`src/rtl/bseq_pkg.sv`:
```
`timescale 1ns / 1ps
// Package for the branch sequencer: opcode values of the branch group and
// stack fault codes. Depends on nothing; used by the interfaces and the top level.
package bseq_pkg;

	localparam logic [3:0] BRANCH_NIBBLE = 4'hF;

	localparam logic [7:0] OP_CALL   = 8'hF0;
	localparam logic [7:0] OP_JMP    = 8'hF1;
	localparam logic [7:0] OP_RET    = 8'hF2;
	localparam logic [7:0] OP_RETI   = 8'hF3;
	localparam logic [7:0] OP_JL     = 8'hF4;
	localparam logic [7:0] OP_JE     = 8'hF5;
	localparam logic [7:0] OP_JNE    = 8'hF6;
	localparam logic [7:0] OP_JG     = 8'hF7;
	localparam logic [7:0] OP_JZ     = 8'hF8;
	localparam logic [7:0] OP_JNZ    = 8'hF9;
	localparam logic [7:0] OP_JC     = 8'hFA;
	localparam logic [7:0] OP_JNC    = 8'hFB;
	localparam logic [7:0] OP_JHC    = 8'hFC;
	localparam logic [7:0] OP_JHNC   = 8'hFD;
	localparam logic [7:0] OP_AFCALL = 8'hFE;
	localparam logic [7:0] OP_NOPSTOP = 8'hFF;

	typedef logic [15:0] addr_t;
	typedef logic [15:0] word_t;
	typedef logic [1:0]  fault_t;

	localparam fault_t FAULT_NONE  = 2'd0;
	localparam fault_t FAULT_FULL  = 2'd1;
	localparam fault_t FAULT_EMPTY = 2'd2;

endpackage

```
`src/rtl/bseq_in_if.sv`:
```
`timescale 1ns / 1ps
// Instruction channel: valid/ready handshake with the instruction word and
// the five condition flags. Depends on bseq_pkg.
interface bseq_in_if;
	logic              valid;
	logic              ready;
	bseq_pkg::word_t   instruction_word;
	logic              less_flag;
	logic              equal_flag;
	logic              zero_flag;
	logic              carry_flag;
	logic              half_carry_flag;

	modport source (output valid, instruction_word, less_flag, equal_flag, zero_flag,
		carry_flag, half_carry_flag, input ready);
	modport sink (input valid, instruction_word, less_flag, equal_flag, zero_flag,
		carry_flag, half_carry_flag, output ready);
endinterface

```
`src/rtl/bseq_out_if.sv`:
```
`timescale 1ns / 1ps
// Result channel: valid/ready handshake with the next address, halt status
// and stack fault code. Depends on bseq_pkg.
interface bseq_out_if;
	logic              valid;
	logic              ready;
	bseq_pkg::addr_t   next_address;
	logic              halted;
	bseq_pkg::fault_t  stack_fault;

	modport source (output valid, next_address, halted, stack_fault, input ready);
	modport sink (input valid, next_address, halted, stack_fault, output ready);
endinterface

```
`src/rtl/bseq_ram.sv`:
```
`timescale 1ns / 1ps
// Generic single-write, single-read RAM with a registered read port.
// Depends on nothing.
module bseq_ram #(
	parameter int WIDTH = 16,
	parameter int DEPTH = 16
) (
	input  logic                     clk,
	input  logic                     wr_en,
	input  logic [$clog2(DEPTH)-1:0] wr_addr,
	input  logic [WIDTH-1:0]         wr_data,
	input  logic [$clog2(DEPTH)-1:0] rd_addr,
	output logic [WIDTH-1:0]         rd_data
);

	logic [WIDTH-1:0] mem [DEPTH];

	always_ff @(posedge clk) begin
		if (wr_en) begin
			mem[wr_addr] <= wr_data;
		end
		rd_data <= mem[rd_addr];
	end

endmodule

```
`src/rtl/branch_sequencer_with_return_stack.sv`:
```
`timescale 1ns / 1ps
// Next-address unit with a return-address stack held in bseq_ram.
// Depends on bseq_pkg, bseq_in_if, bseq_out_if and bseq_ram.
//
//   port    role  payload
//   instr   sink  instruction_word, less/equal/zero/carry/half_carry flags
//   result  src   next_address, halted, stack_fault
//
// One item is taken per cycle unless a stalled result blocks it; its result is registered.
// The stack top is read from the RAM ahead of its use, with a bypass after a push,
// so calls and returns may follow each other back to back.
// Reset clears the counter, the stack depth, the halt flag and the output valid.
// A stalled result holds its register; a new item is taken in the cycle it leaves.
module branch_sequencer_with_return_stack #(
	parameter int STACK_DEPTH = 16
) (
	input  logic        clk,
	input  logic        arst_n,
	bseq_in_if.sink     instr,
	bseq_out_if.source  result
);

	localparam int AW = $clog2(STACK_DEPTH);
	localparam int DW = $clog2(STACK_DEPTH + 1);

	logic              accept;
	bseq_pkg::addr_t   pc_q;
	logic              halt_q;
	logic [DW-1:0]     depth_q;
	logic              byp_q;
	bseq_pkg::addr_t   byp_data_q;
	logic              ovalid_q;

	bseq_pkg::addr_t   pc_nx;
	logic              halt_nx;
	logic [DW-1:0]     depth_nx;
	logic [DW-1:0]     depth_rd;
	logic              push;
	bseq_pkg::fault_t  fault;
	bseq_pkg::addr_t   pc_inc;
	bseq_pkg::addr_t   pc_off;
	bseq_pkg::addr_t   top;
	bseq_pkg::addr_t   rd_data;
	logic [7:0]        op;
	logic [7:0]        low;
	logic              full;
	logic              empty;
	logic              wr_en;
	logic [AW-1:0]     rd_addr;

	assign instr.ready = !ovalid_q || result.ready;
	assign accept      = instr.valid && instr.ready;

	assign op     = instr.instruction_word[15:8];
	assign low    = instr.instruction_word[7:0];
	assign pc_inc = pc_q + 16'd1;
	assign pc_off = pc_q + {{8{low[7]}}, low};
	assign top    = byp_q ? byp_data_q : rd_data;
	assign full   = depth_q == DW'(STACK_DEPTH);
	assign empty  = depth_q == '0;

	always_comb begin
		pc_nx    = pc_q;
		halt_nx  = halt_q;
		depth_nx = depth_q;
		push     = 1'b0;
		fault    = bseq_pkg::FAULT_NONE;
		if (!halt_q) begin
			if (instr.instruction_word[15:12] != bseq_pkg::BRANCH_NIBBLE) begin
				pc_nx = pc_inc;
			end else begin
				unique case (op)
					bseq_pkg::OP_CALL, bseq_pkg::OP_AFCALL: begin
						pc_nx = (op == bseq_pkg::OP_CALL) ? pc_off : {low, 8'h00};
						if (full) begin
							fault = bseq_pkg::FAULT_FULL;
						end else begin
							push     = 1'b1;
							depth_nx = depth_q + DW'(1);
						end
					end
					bseq_pkg::OP_JMP:  pc_nx = pc_off;
					bseq_pkg::OP_RET, bseq_pkg::OP_RETI: begin
						if (empty) begin
							fault = bseq_pkg::FAULT_EMPTY;
							pc_nx = pc_inc;
						end else begin
							depth_nx = depth_q - DW'(1);
							pc_nx    = top;
						end
					end
					bseq_pkg::OP_JL:   pc_nx = instr.less_flag ? pc_off : pc_inc;
					bseq_pkg::OP_JE:   pc_nx = instr.equal_flag ? pc_off : pc_inc;
					bseq_pkg::OP_JNE:  pc_nx = !instr.equal_flag ? pc_off : pc_inc;
					bseq_pkg::OP_JG,
					bseq_pkg::OP_JZ:   pc_nx = instr.zero_flag ? pc_off : pc_inc;
					bseq_pkg::OP_JNZ:  pc_nx = !instr.zero_flag ? pc_off : pc_inc;
					bseq_pkg::OP_JC:   pc_nx = instr.carry_flag ? pc_off : pc_inc;
					bseq_pkg::OP_JNC:  pc_nx = !instr.carry_flag ? pc_off : pc_inc;
					bseq_pkg::OP_JHC:  pc_nx = instr.half_carry_flag ? pc_off : pc_inc;
					bseq_pkg::OP_JHNC: pc_nx = !instr.half_carry_flag ? pc_off : pc_inc;
					default: begin
						pc_nx = pc_inc;
						if (!low[0]) begin
							halt_nx = 1'b1;
						end
					end
				endcase
			end
		end
	end

	// The RAM is always addressed at the entry below the depth of the next cycle,
	// so its registered output, or the bypass register after a push, is the stack top whenever the next item arrives.
	assign wr_en    = accept && push;
	assign depth_rd = (accept ? depth_nx : depth_q) - DW'(1);
	assign rd_addr  = depth_rd[AW-1:0];

	bseq_ram #(
		.WIDTH(16),
		.DEPTH(STACK_DEPTH)
	) u_stack (
		.clk     (clk),
		.wr_en   (wr_en),
		.wr_addr (depth_q[AW-1:0]),
		.wr_data (pc_inc),
		.rd_addr (rd_addr),
		.rd_data (rd_data)
	);

	always_ff @(posedge clk or negedge arst_n) begin
		if (!arst_n) begin
			pc_q     <= '0;
			halt_q   <= 1'b0;
			depth_q  <= '0;
			byp_q    <= 1'b0;
			ovalid_q <= 1'b0;
		end else begin
			byp_q <= wr_en;
			if (accept) begin
				pc_q    <= pc_nx;
				halt_q  <= halt_nx;
				depth_q <= depth_nx;
			end
			if (accept) begin
				ovalid_q <= 1'b1;
			end else if (result.ready) begin
				ovalid_q <= 1'b0;
			end
		end
	end

	always_ff @(posedge clk) begin
		if (wr_en) begin
			byp_data_q <= pc_inc;
		end
		if (accept) begin
			result.next_address <= pc_nx;
			result.halted       <= halt_nx;
			result.stack_fault  <= fault;
		end
	end

	assign result.valid = ovalid_q;

	a_depth_bound: assert property (@(posedge clk) disable iff (!arst_n)
		depth_q <= DW'(STACK_DEPTH))
		else $error("stack depth above capacity");

	a_halt_sticky: assert property (@(posedge clk) disable iff (!arst_n)
		halt_q |=> halt_q)
		else $error("halt flag cleared");

	a_halted_frozen: assert property (@(posedge clk) disable iff (!arst_n)
		(accept && halt_q) |=> ($stable(pc_q) && $stable(depth_q)))
		else $error("state changed after halt");

	a_idle_hold: assert property (@(posedge clk) disable iff (!arst_n)
		!accept |=> ($stable(pc_q) && $stable(depth_q)))
		else $error("state changed without an item");

	a_push_bypass: assert property (@(posedge clk) disable iff (!arst_n)
		wr_en |=> (byp_q && depth_q == $past(depth_q) + DW'(1)))
		else $error("push not reflected in stack top");

endmodule

```
`src/flat_wrapper.sv`:
```
// flat-port wrapper written by rule: the top's interface ports become plain ports
module branch_sequencer_with_return_stack_flat 
#(
	parameter int STACK_DEPTH = 16
)
  (clk, arst_n, instr_valid, instr_instruction_word, instr_less_flag, instr_equal_flag, instr_zero_flag, instr_carry_flag, instr_half_carry_flag, instr_ready, result_valid, result_next_address, result_halted, result_stack_fault, result_ready);
  bseq_in_if instr_i ();
  bseq_out_if result_i ();
  input  logic clk;
  input  logic arst_n;
  input wire logic [$bits(instr_i.valid)-1:0] instr_valid;
  input wire logic [$bits(instr_i.instruction_word)-1:0] instr_instruction_word;
  input wire logic [$bits(instr_i.less_flag)-1:0] instr_less_flag;
  input wire logic [$bits(instr_i.equal_flag)-1:0] instr_equal_flag;
  input wire logic [$bits(instr_i.zero_flag)-1:0] instr_zero_flag;
  input wire logic [$bits(instr_i.carry_flag)-1:0] instr_carry_flag;
  input wire logic [$bits(instr_i.half_carry_flag)-1:0] instr_half_carry_flag;
  output wire logic [$bits(instr_i.ready)-1:0] instr_ready;
  output wire logic [$bits(result_i.valid)-1:0] result_valid;
  output wire logic [$bits(result_i.next_address)-1:0] result_next_address;
  output wire logic [$bits(result_i.halted)-1:0] result_halted;
  output wire logic [$bits(result_i.stack_fault)-1:0] result_stack_fault;
  input wire logic [$bits(result_i.ready)-1:0] result_ready;
  assign instr_i.valid = instr_valid;
  assign instr_i.instruction_word = instr_instruction_word;
  assign instr_i.less_flag = instr_less_flag;
  assign instr_i.equal_flag = instr_equal_flag;
  assign instr_i.zero_flag = instr_zero_flag;
  assign instr_i.carry_flag = instr_carry_flag;
  assign instr_i.half_carry_flag = instr_half_carry_flag;
  assign instr_ready = instr_i.ready;
  assign result_valid = result_i.valid;
  assign result_next_address = result_i.next_address;
  assign result_halted = result_i.halted;
  assign result_stack_fault = result_i.stack_fault;
  assign result_i.ready = result_ready;
  branch_sequencer_with_return_stack #(.STACK_DEPTH(STACK_DEPTH)) u_core (.clk(clk), .arst_n(arst_n), .instr(instr_i), .result(result_i));
endmodule
```
`config.mk`:
```
export PLATFORM = sky130hd
export DESIGN_NAME = branch_sequencer_with_return_stack_flat
export DESIGN_NICKNAME = d
export VERILOG_FILES = /design/src/rtl/bseq_pkg.sv /design/src/rtl/bseq_in_if.sv /design/src/rtl/bseq_out_if.sv /design/src/rtl/bseq_ram.sv /design/src/rtl/branch_sequencer_with_return_stack.sv /design/src/flat_wrapper.sv
export SDC_FILE = /design/constraint.sdc
export NUM_CORES = 1
export LEC_CHECK = 0
export ABC_AREA = 1
export BUFFER_PORTS_ARGS = -buffer_cell sky130_fd_sc_hd__buf_2
export CAP_MARGIN = 10
export CORE_ASPECT_RATIO = 1.75
export CORE_MARGIN = 1.5
export CORE_UTILIZATION = 30
export CTS_BUF_LIST = sky130_fd_sc_hd__clkbuf_4 sky130_fd_sc_hd__clkbuf_8
export DETAILED_ROUTE_END_ITERATION = 12
export PLACE_DENSITY = 0.45
export SETUP_SLACK_MARGIN = 0.4
export SYNTH_ARGS = -nofsm -noshare
export SYNTH_HDL_FRONTEND = slang
export SYNTH_HIERARCHICAL = 1
export SYNTH_SLANG_ARGS = --single-unit
```
`constraint.sdc`:
```
create_clock -name clk -period 10.9 [get_ports clk]
set_input_delay 2.18 -clock clk [delete_from_list [all_inputs] [get_ports clk]]
set_output_delay 2.18 -clock clk [all_outputs]
set_load 0.02 [all_outputs]
```
---- Word-level counts from Yosys, hierarchy flattened ----
Memory sizes are Yosys's and may differ from the RTL's. A register that Yosys moved wholly into a read port is not among the register bits.
Cells that the tools add are included.
cells by class
  muxes and demuxes ....................... 36
  equal/unequal tests ..................... 17
  reduce and logical (&&, ||, !) cells .... 11
  add/subtract/negate cells ............... 5
operators by type and width
  cell                                                                number
  16-bit two-way mux                                                  14
  16-bit case mux with 12 select lines                                1
  8-bit == test, second input constant                                15
  5-bit two-way mux                                                   5
  16-bit by 1-bit adder with 16-bit output, second input constant     1
  16-bit adder                                                        1
  15-bit OR reduction                                                 1
  1-bit two-way mux                                                   13
  5-bit case mux with 2 select lines                                  1
  2-bit OR reduction                                                  4
  5-bit by 1-bit adder with 5-bit output, second input constant       1
  5-bit == test, second input constant                                1
  5-bit logical NOT                                                   1
  5-bit by 1-bit subtractor with 5-bit output, second input constant  1
  4-bit != test, second input constant                                1
  2-bit case mux with 2 select lines                                  1
  4-bit by 1-bit subtractor with 4-bit output, second input constant  1
  1-bit logical AND                                                   2
  2-bit two-way mux                                                   1
  2-bit nonzero test                                                  1
  1-bit logical NOT                                                   1
  1-bit logical OR                                                    1
word-level totals
  bits of input ports ..................... 25
  word-level logic and storage cells ...... 79
  output and inout port bits .............. 21
  register bits after elaboration ......... 59
  memories ................................ 1
  memory bits (writable) .................. 256
memories
  memory              depth  width  read ports  clocked after Yosys merged registers in  wr ports  line            source
  u_core.u_stack.mem  16     16     1           1                                        1         bseq_ram.sv:16  logic [WIDTH-1:0] mem [DEPTH];

---- Depth between registers and ports, before layout ----
  depth after elaboration ................. 8
  gate-level depth with buffers ........... 20
  depth with buffers taken out ............ 18

---- By module ----
Netlist, hierarchy kept.
by module, submodules not included
  module                              cells each  area an instance (um^2)  times used  seq. area each (um^2)
  bseq_ram                            1074        11380.9                  1           8007.7
  branch_sequencer_with_return_stack  730         5071.1                   1           1651.6

---- Worst setup path before layout ----
Ideal clock, no wire load.
  kind .................................... in2reg
  start point ............................. input result_ready
  end point ............................... memory u_core.u_stack.mem[12][0] (enable)
  arrival time ............................ 5279 ps
  library setup time ...................... 389 ps
  stages on the path ...................... 7
  slack ................................... 5232 ps
  path buffers ............................ 1
  required time ........................... 10511 ps
  cells stage by stage .................... inv_1 -> nand2_1 -> nand2_1 -> clkbuf_1 -> nor3_1 -> nand3_1 -> nor2_1
on the way
  cells in the longest elaborated chain, start to end .. 5
RTL lines
  element                                  line                                       source
  start, declared                          flat_wrapper.sv:23                         input wire logic [$bits(result_i.ready)-1:0] result_ready;
  1-bit logical OR                         branch_sequencer_with_return_stack.sv:51   assign instr.ready = !ovalid_q || result.ready;
  net instr_ready                          flat_wrapper.sv:18                         output wire logic [$bits(instr_i.ready)-1:0] instr_ready;
  1-bit logical AND                        branch_sequencer_with_return_stack.sv:52   assign accept = instr.valid && instr.ready;
  1-bit logical AND                        branch_sequencer_with_return_stack.sv:115  assign wr_en = accept && push;
  net u_core.wr_en                         branch_sequencer_with_return_stack.sv:48   logic wr_en;
  1-bit two-way mux                        bseq_ram.sv:19                             if (wr_en) begin
  1-bit two-way mux (not written as such)  bseq_ram.sv:20                             mem[wr_addr] <= wr_data;
  end, declared                            bseq_ram.sv:16
The timed path passes the listed nets, and every way through them passes these cells.

---- Final worst setup path ----
  start point ............................. input instr_instruction_word[14]
  end point ............................... register u_core.u_stack.rd_data[2], read port of u_core.u_stack.mem
on the way
  cells in the longest elaborated chain, start to end .. 7
  elaborated cells on any way between the ends .. 12
  those cells by class .................... 1 x add/sub; 5 x eq/ne; 4 x mux; 2 x reduce/logical
RTL lines
  element                                          line                                       source
  start, declared                                  flat_wrapper.sv:12                         input wire logic [$bits(instr_i.instruction_word)-1:0] instr_instruction_word;
  8-bit == test                                    branch_sequencer_with_return_stack.sv:72   unique case (op)
  2-bit OR reduction                               n/a
  5-bit case mux with 2 select lines               branch_sequencer_with_return_stack.sv:72
  5-bit two-way mux (*)                            branch_sequencer_with_return_stack.sv:69   if (instr.instruction_word[15:12] != bseq_pkg::BRANCH_NIBBLE) begin
  5-bit two-way mux (*)                            branch_sequencer_with_return_stack.sv:68   if (!halt_q) begin
  5-bit two-way mux (*)                            branch_sequencer_with_return_stack.sv:116  assign depth_rd = (accept ? depth_nx : depth_q) - DW'(1);
  4-bit by 1-bit subtractor with 4-bit output (*)  branch_sequencer_with_return_stack.sv:116
  net u_core.depth_rd[0]                           branch_sequencer_with_return_stack.sv:37   logic [DW-1:0] depth_rd;
  end, declared                                    bseq_ram.sv:13                             output logic [WIDTH-1:0] rd_data
The timed path passes the listed nets; every way through them passes the cells marked *.
A chain may end at the register's enable or synchronous reset.

==> results.md <==
- For this design the total switching power over the nets is a little under 1 mW.
- The average wire per standard cell is around 19 um.
- The routed layout has ~12000 vias.
- The HPWL after detailed placement is between 30000 and 40000 um.
- Across the routed clock network, the largest skew measured is around 0.02 ns.
- The gate count after technology mapping is about 1800.
- Clock-pin slew was measured on the worst setup and hold paths at 0.07 ns.
- Entering global routing, the biggest net connects 75 pins.
- The number of pins with negative max-slew slack in the final report is 0.
- The final instance area is between 15000 and 20000 um^2.
- Setup violations remaining at the end of the flow were counted as 0.
- The sequential share of power is between 40 and 50%.
- Synthesis inferred roughly 330 register bits.
- The most used flip-flop cell after synthesis is edfxtp_1.
- The die area is roughly 56000 um^2.
- In this run the core area contains approximately 110 standard-cell rows.
- Of the total power, the share spent switching nets is 30.5%.
- The most frequent standard cell in the layout excluding fill and tap cells is nand2_1.
- Setup repair after global routing left no endpoint under its margin.
- The number of different library cells used by synthesis comes to 50.
- Power spread over the standard cell area amounts to ~180 nW/um^2.
- For this design, the CTS-stage hold fixing added 0 buffers.
- The initial antenna violation count is 1.
- The number of endpoints with negative hold slack in the final report is 0.
- The I/O pin count is between 40 and 50.
- The count of max-cap constraint violations is 0.
- Dividing the final minimum period by the clock period gives about 58%.
- The share of flip-flops with an asynchronous set or reset is 7.25%.
- Compared with the post-synthesis result, the final layout area differs by 12.1%.
- The first detailed-routing pass ran for 5 iterations.
- STA classifies the critical path startpoint as an input port.
- Leaving out fill and tap cells, the most frequent cells in the layout are 595 x nand2_1, 291 x edfxtp_1, 268 x inv_1, 238 x nand3_1, 65 x nor2_1.
- Once detail routing completed, the nets flagged for antenna violations numbered 0.
- Across all setup checks in the final design, the least slack found is 4.60 ns.
- The cell area that synthesis handed to floorplanning was 16500 um^2.
- In this run the deepest clock path goes through 3 buffers.
- The min-delay analysis places its worst path in the category flop to flop.
- The effective utilization at floorplan is 30.3%.
- The cell with the biggest individual delay on the critical path is xor2_4.
- Cells with a size suffix above 1 make up around 12% of the layout.
- The area after detailed placement is between 15000 and 20000 um^2.
- The finished layout holds around 2600 standard cells, fillers aside.
- The number of gates resized after CTS was 0.
- The overall routed net length is 49400 um.
- In this run, the number of DRC markers left after iteration 0 of detailed routing was about 560.
- For the worst-skew pair, the clock arrives at the later sink with an insertion delay of 0.61 ns.
- The final RePlAce weighted congestion is 0.874.
- The minimum clock period is 6.30 ns.
- The critical path goes through buf_2 -> nand2_1 -> nor2_4 -> nand3_2 -> nand2_2 -> inv_2 -> nand2_1 -> nand2_2 -> clkinv_2 -> nand3_4 -> xor2_4 -> ha_1 -> inv_2 -> buf_4 -> inv_2 -> buf_4 -> nand3_1 -> nand3_1 -> nand3_1 -> nand2_1.
- The number of global-route vias before repair is around 12000.
- In the routed layout, each cell is associated on average with a via count of ~4.7.
- The run finished with clean final reports.
- The peak supply drop is slightly below 0.1 mV.
- The required time of the critical path is around 11 ns.
- The width of the chip is 180 um.
- The highest fanout seen on the critical path is 65.
- The overall die height is between 300 and 400 um.
- The all-layer global routing usage is 17.7%.
- Counting every sink on the clock net gives around 330.
- Summed over all failing endpoints, the final setup total negative slack is 0 ns.
- The yosys synthesis warning count is 6.
- Clock tree synthesis selected as its root buffer the cell clkbuf_8.
- Timing analysis after detailed placement gives a worst setup slack of around 3.9 ns.
- The number of buffers created by CTS is 47.
- The largest single stage delay on the critical path is between 0.7 and 0.8 ns.
- Combinational cells account for a little under a fifth of the total power.
- The part of the power in the clock network is about a third.
- Internal power comes to approximately 2.3 mW.
- The leakage power figure is slightly above 8 nW.
- The number of setup buffers added after CTS is 0.
- The slew of the pin with the lowest slew margin is ~1 ns.
- After the last flow step, the layout net total stands at 1900.
- The total placed cells including tap cells is 2494.
- The arrival time at the worst endpoint is 6.78 ns.
- Timing would allow up to around 160 MHz.
- The sequential cell area fraction in the yosys report is slightly below 60%.
- The hold slack is approximately 0.53 ns.
- The number of buffer cells added on primary ports is 45.
- The DRC violations left is 0.
- The floorplan step defined a core boundary enclosing 54300 um^2.
- STA classifies the critical path endpoint as a flop.
- TritonCTS built the clock tree.
- The H-tree generated during clock tree synthesis spans 2 levels.
- The global-route congestion overflow total is 0.
- A synthesized cell averages around 9.1 um^2.
- Synthesis produced a netlist with a net count of approximately 1900.
- Headroom to the max-slew limit came out at around 33%.
- In this run, synthesis inferred about 290 flip-flops with an integrated enable.
- Summing internal, switching and leakage power gives 3.25 mW.
- At the end of the flow the core is filled with cells to roughly 34%.
- The first global-routing pass estimated 74500 um of wire.
- The worst setup path is of the input port to flop kind.
## registers in the layout, summed over array words and instances, names as in the netlist, 2 cells and up
signal	flops
u_core/pc_q	16
u_core/result.stack_fault	2
u_core/result.next_address	16
u_core/u_stack/mem	256
u_core/u_stack/rd_data	16
u_core/depth_q	5
u_core/byp_data_q	16
## cells by family after synthesis
group,after synthesis,synth area share [%]
flip-flops,331,58.7
adder cells (fa/ha/maj),21,1.64
buffers and inverters,352,8.94
XOR/XNOR,29,1.64
AO/OA/AOI/OAI,89,3.32
AND/OR/NAND/NOR,982,25.8
## power by group through the flow
| stage | registers [mW] | clock network (mW) | logic (mW) |
|---|---|---|---|
| 3_3_place_gp | 1.62 | 0 | 0.603 |
| 3_5_place_dp | 1.62 | 0 | 0.609 |
| 6_report | 1.60 | 1.05 | 0.606 |
| 5_1_grt | 1.60 | 1.12 | 0.676 |
| 4_1_cts | 1.59 | 1.09 | 0.612 |
| 2_1_floorplan | 1.61 | 0 | 0.373 |
## critical path, delay by kind of cell
family / cells / cell delay (ns)
adder cells (fa/ha/maj): 1 / 0.37
buffers and inverters: 7 / 1.86
AND/OR/NAND/NOR: 11 / 1.54
XOR/XNOR: 1 / 0.75
## layout make-up
cell class | count | area (um^2)
clock buffer | 73 | 905
tap | 690 | 863
sequential | 331 | 9660
inverter | 282 | 1060
multi-input combinational | 1121 | 5440
clock inverter | 14 | 101
fill | 5724 | 35800
timing repair buffer | 71 | 420
antenna | 1 | 2.50
## per-layer routing
| layer | wire length, um | vias to the layer above | global-route usage [%] |
|---|---|---|---|
| met3 | 1450 | 125 | 1.80 |
| met1 | 18300 | 5856 | 18.1 |
| met5 | 0 | - | 0 |
| met2 | 27000 | 279 | 34.5 |
| met4 | 2740 | 0 | 10.4 |
| li1 | - | 5950 | - |
## synth_stat cells (2+ instances only)
cell | count | share of area [%]
nand2_1 | 595 | 14
edfxtp_1 | 291 | 53
inv_1 | 269 | 6.1
nand3_1 | 238 | 7.2
nor2_1 | 81 | 1.8
a21oi_1 | 33 | 1.0
buf_2 | 24 | 0.73
dfrtp_1 | 24 | 3.7
buf_4 | 21 | 0.96
ha_1 | 20 | 1.5
xor2_1 | 20 | 1.1
clkbuf_1 | 18 | 0.41
dfxtp_1 | 16 | 1.9
nand4_1 | 14 | 0.53
o211ai_1 | 13 | 0.59
o21ai_0 | 13 | 0.40
nand3b_1 | 12 | 0.55
inv_2 | 11 | 0.25
nor2_2 | 9 | 0.34
nand3_2 | 7 | 0.43
or2_2 | 7 | 0.27
xnor2_1 | 7 | 0.37
a31oi_1 | 6 | 0.23
buf_6 | 5 | 0.34
nor3_1 | 5 | 0.15
o21ai_1 | 5 | 0.15
a21oi_2 | 4 | 0.21
nand2_2 | 4 | 0.15
o22ai_1 | 4 | 0.15
nor2_4 | 3 | 0.21
nor3_2 | 3 | 0.18
a21boi_2 | 2 | 0.14
o2111ai_1 | 2 | 0.11
o31ai_1 | 2 | 0.091
## worst paths after layout
check,start,to,slack (ns),cells past startpoint
max,instr_instruction_word[14],u_core/u_stack/rd_data[2],4.60,20
min,u_core/result.valid,u_core/result.valid,0.53,2
max reg2reg,u_core/depth_q[0],u_core/u_stack/rd_data[2],5.96,16
min reg2reg,u_core/result.valid,u_core/result.valid,0.53,2
max in group asynchronous,arst_n,u_core/depth_q[0],8.74,1
min in group asynchronous,arst_n,u_core/pc_q[11],1.62,1
No activity file was read; power rests on OpenSTA's default activity.
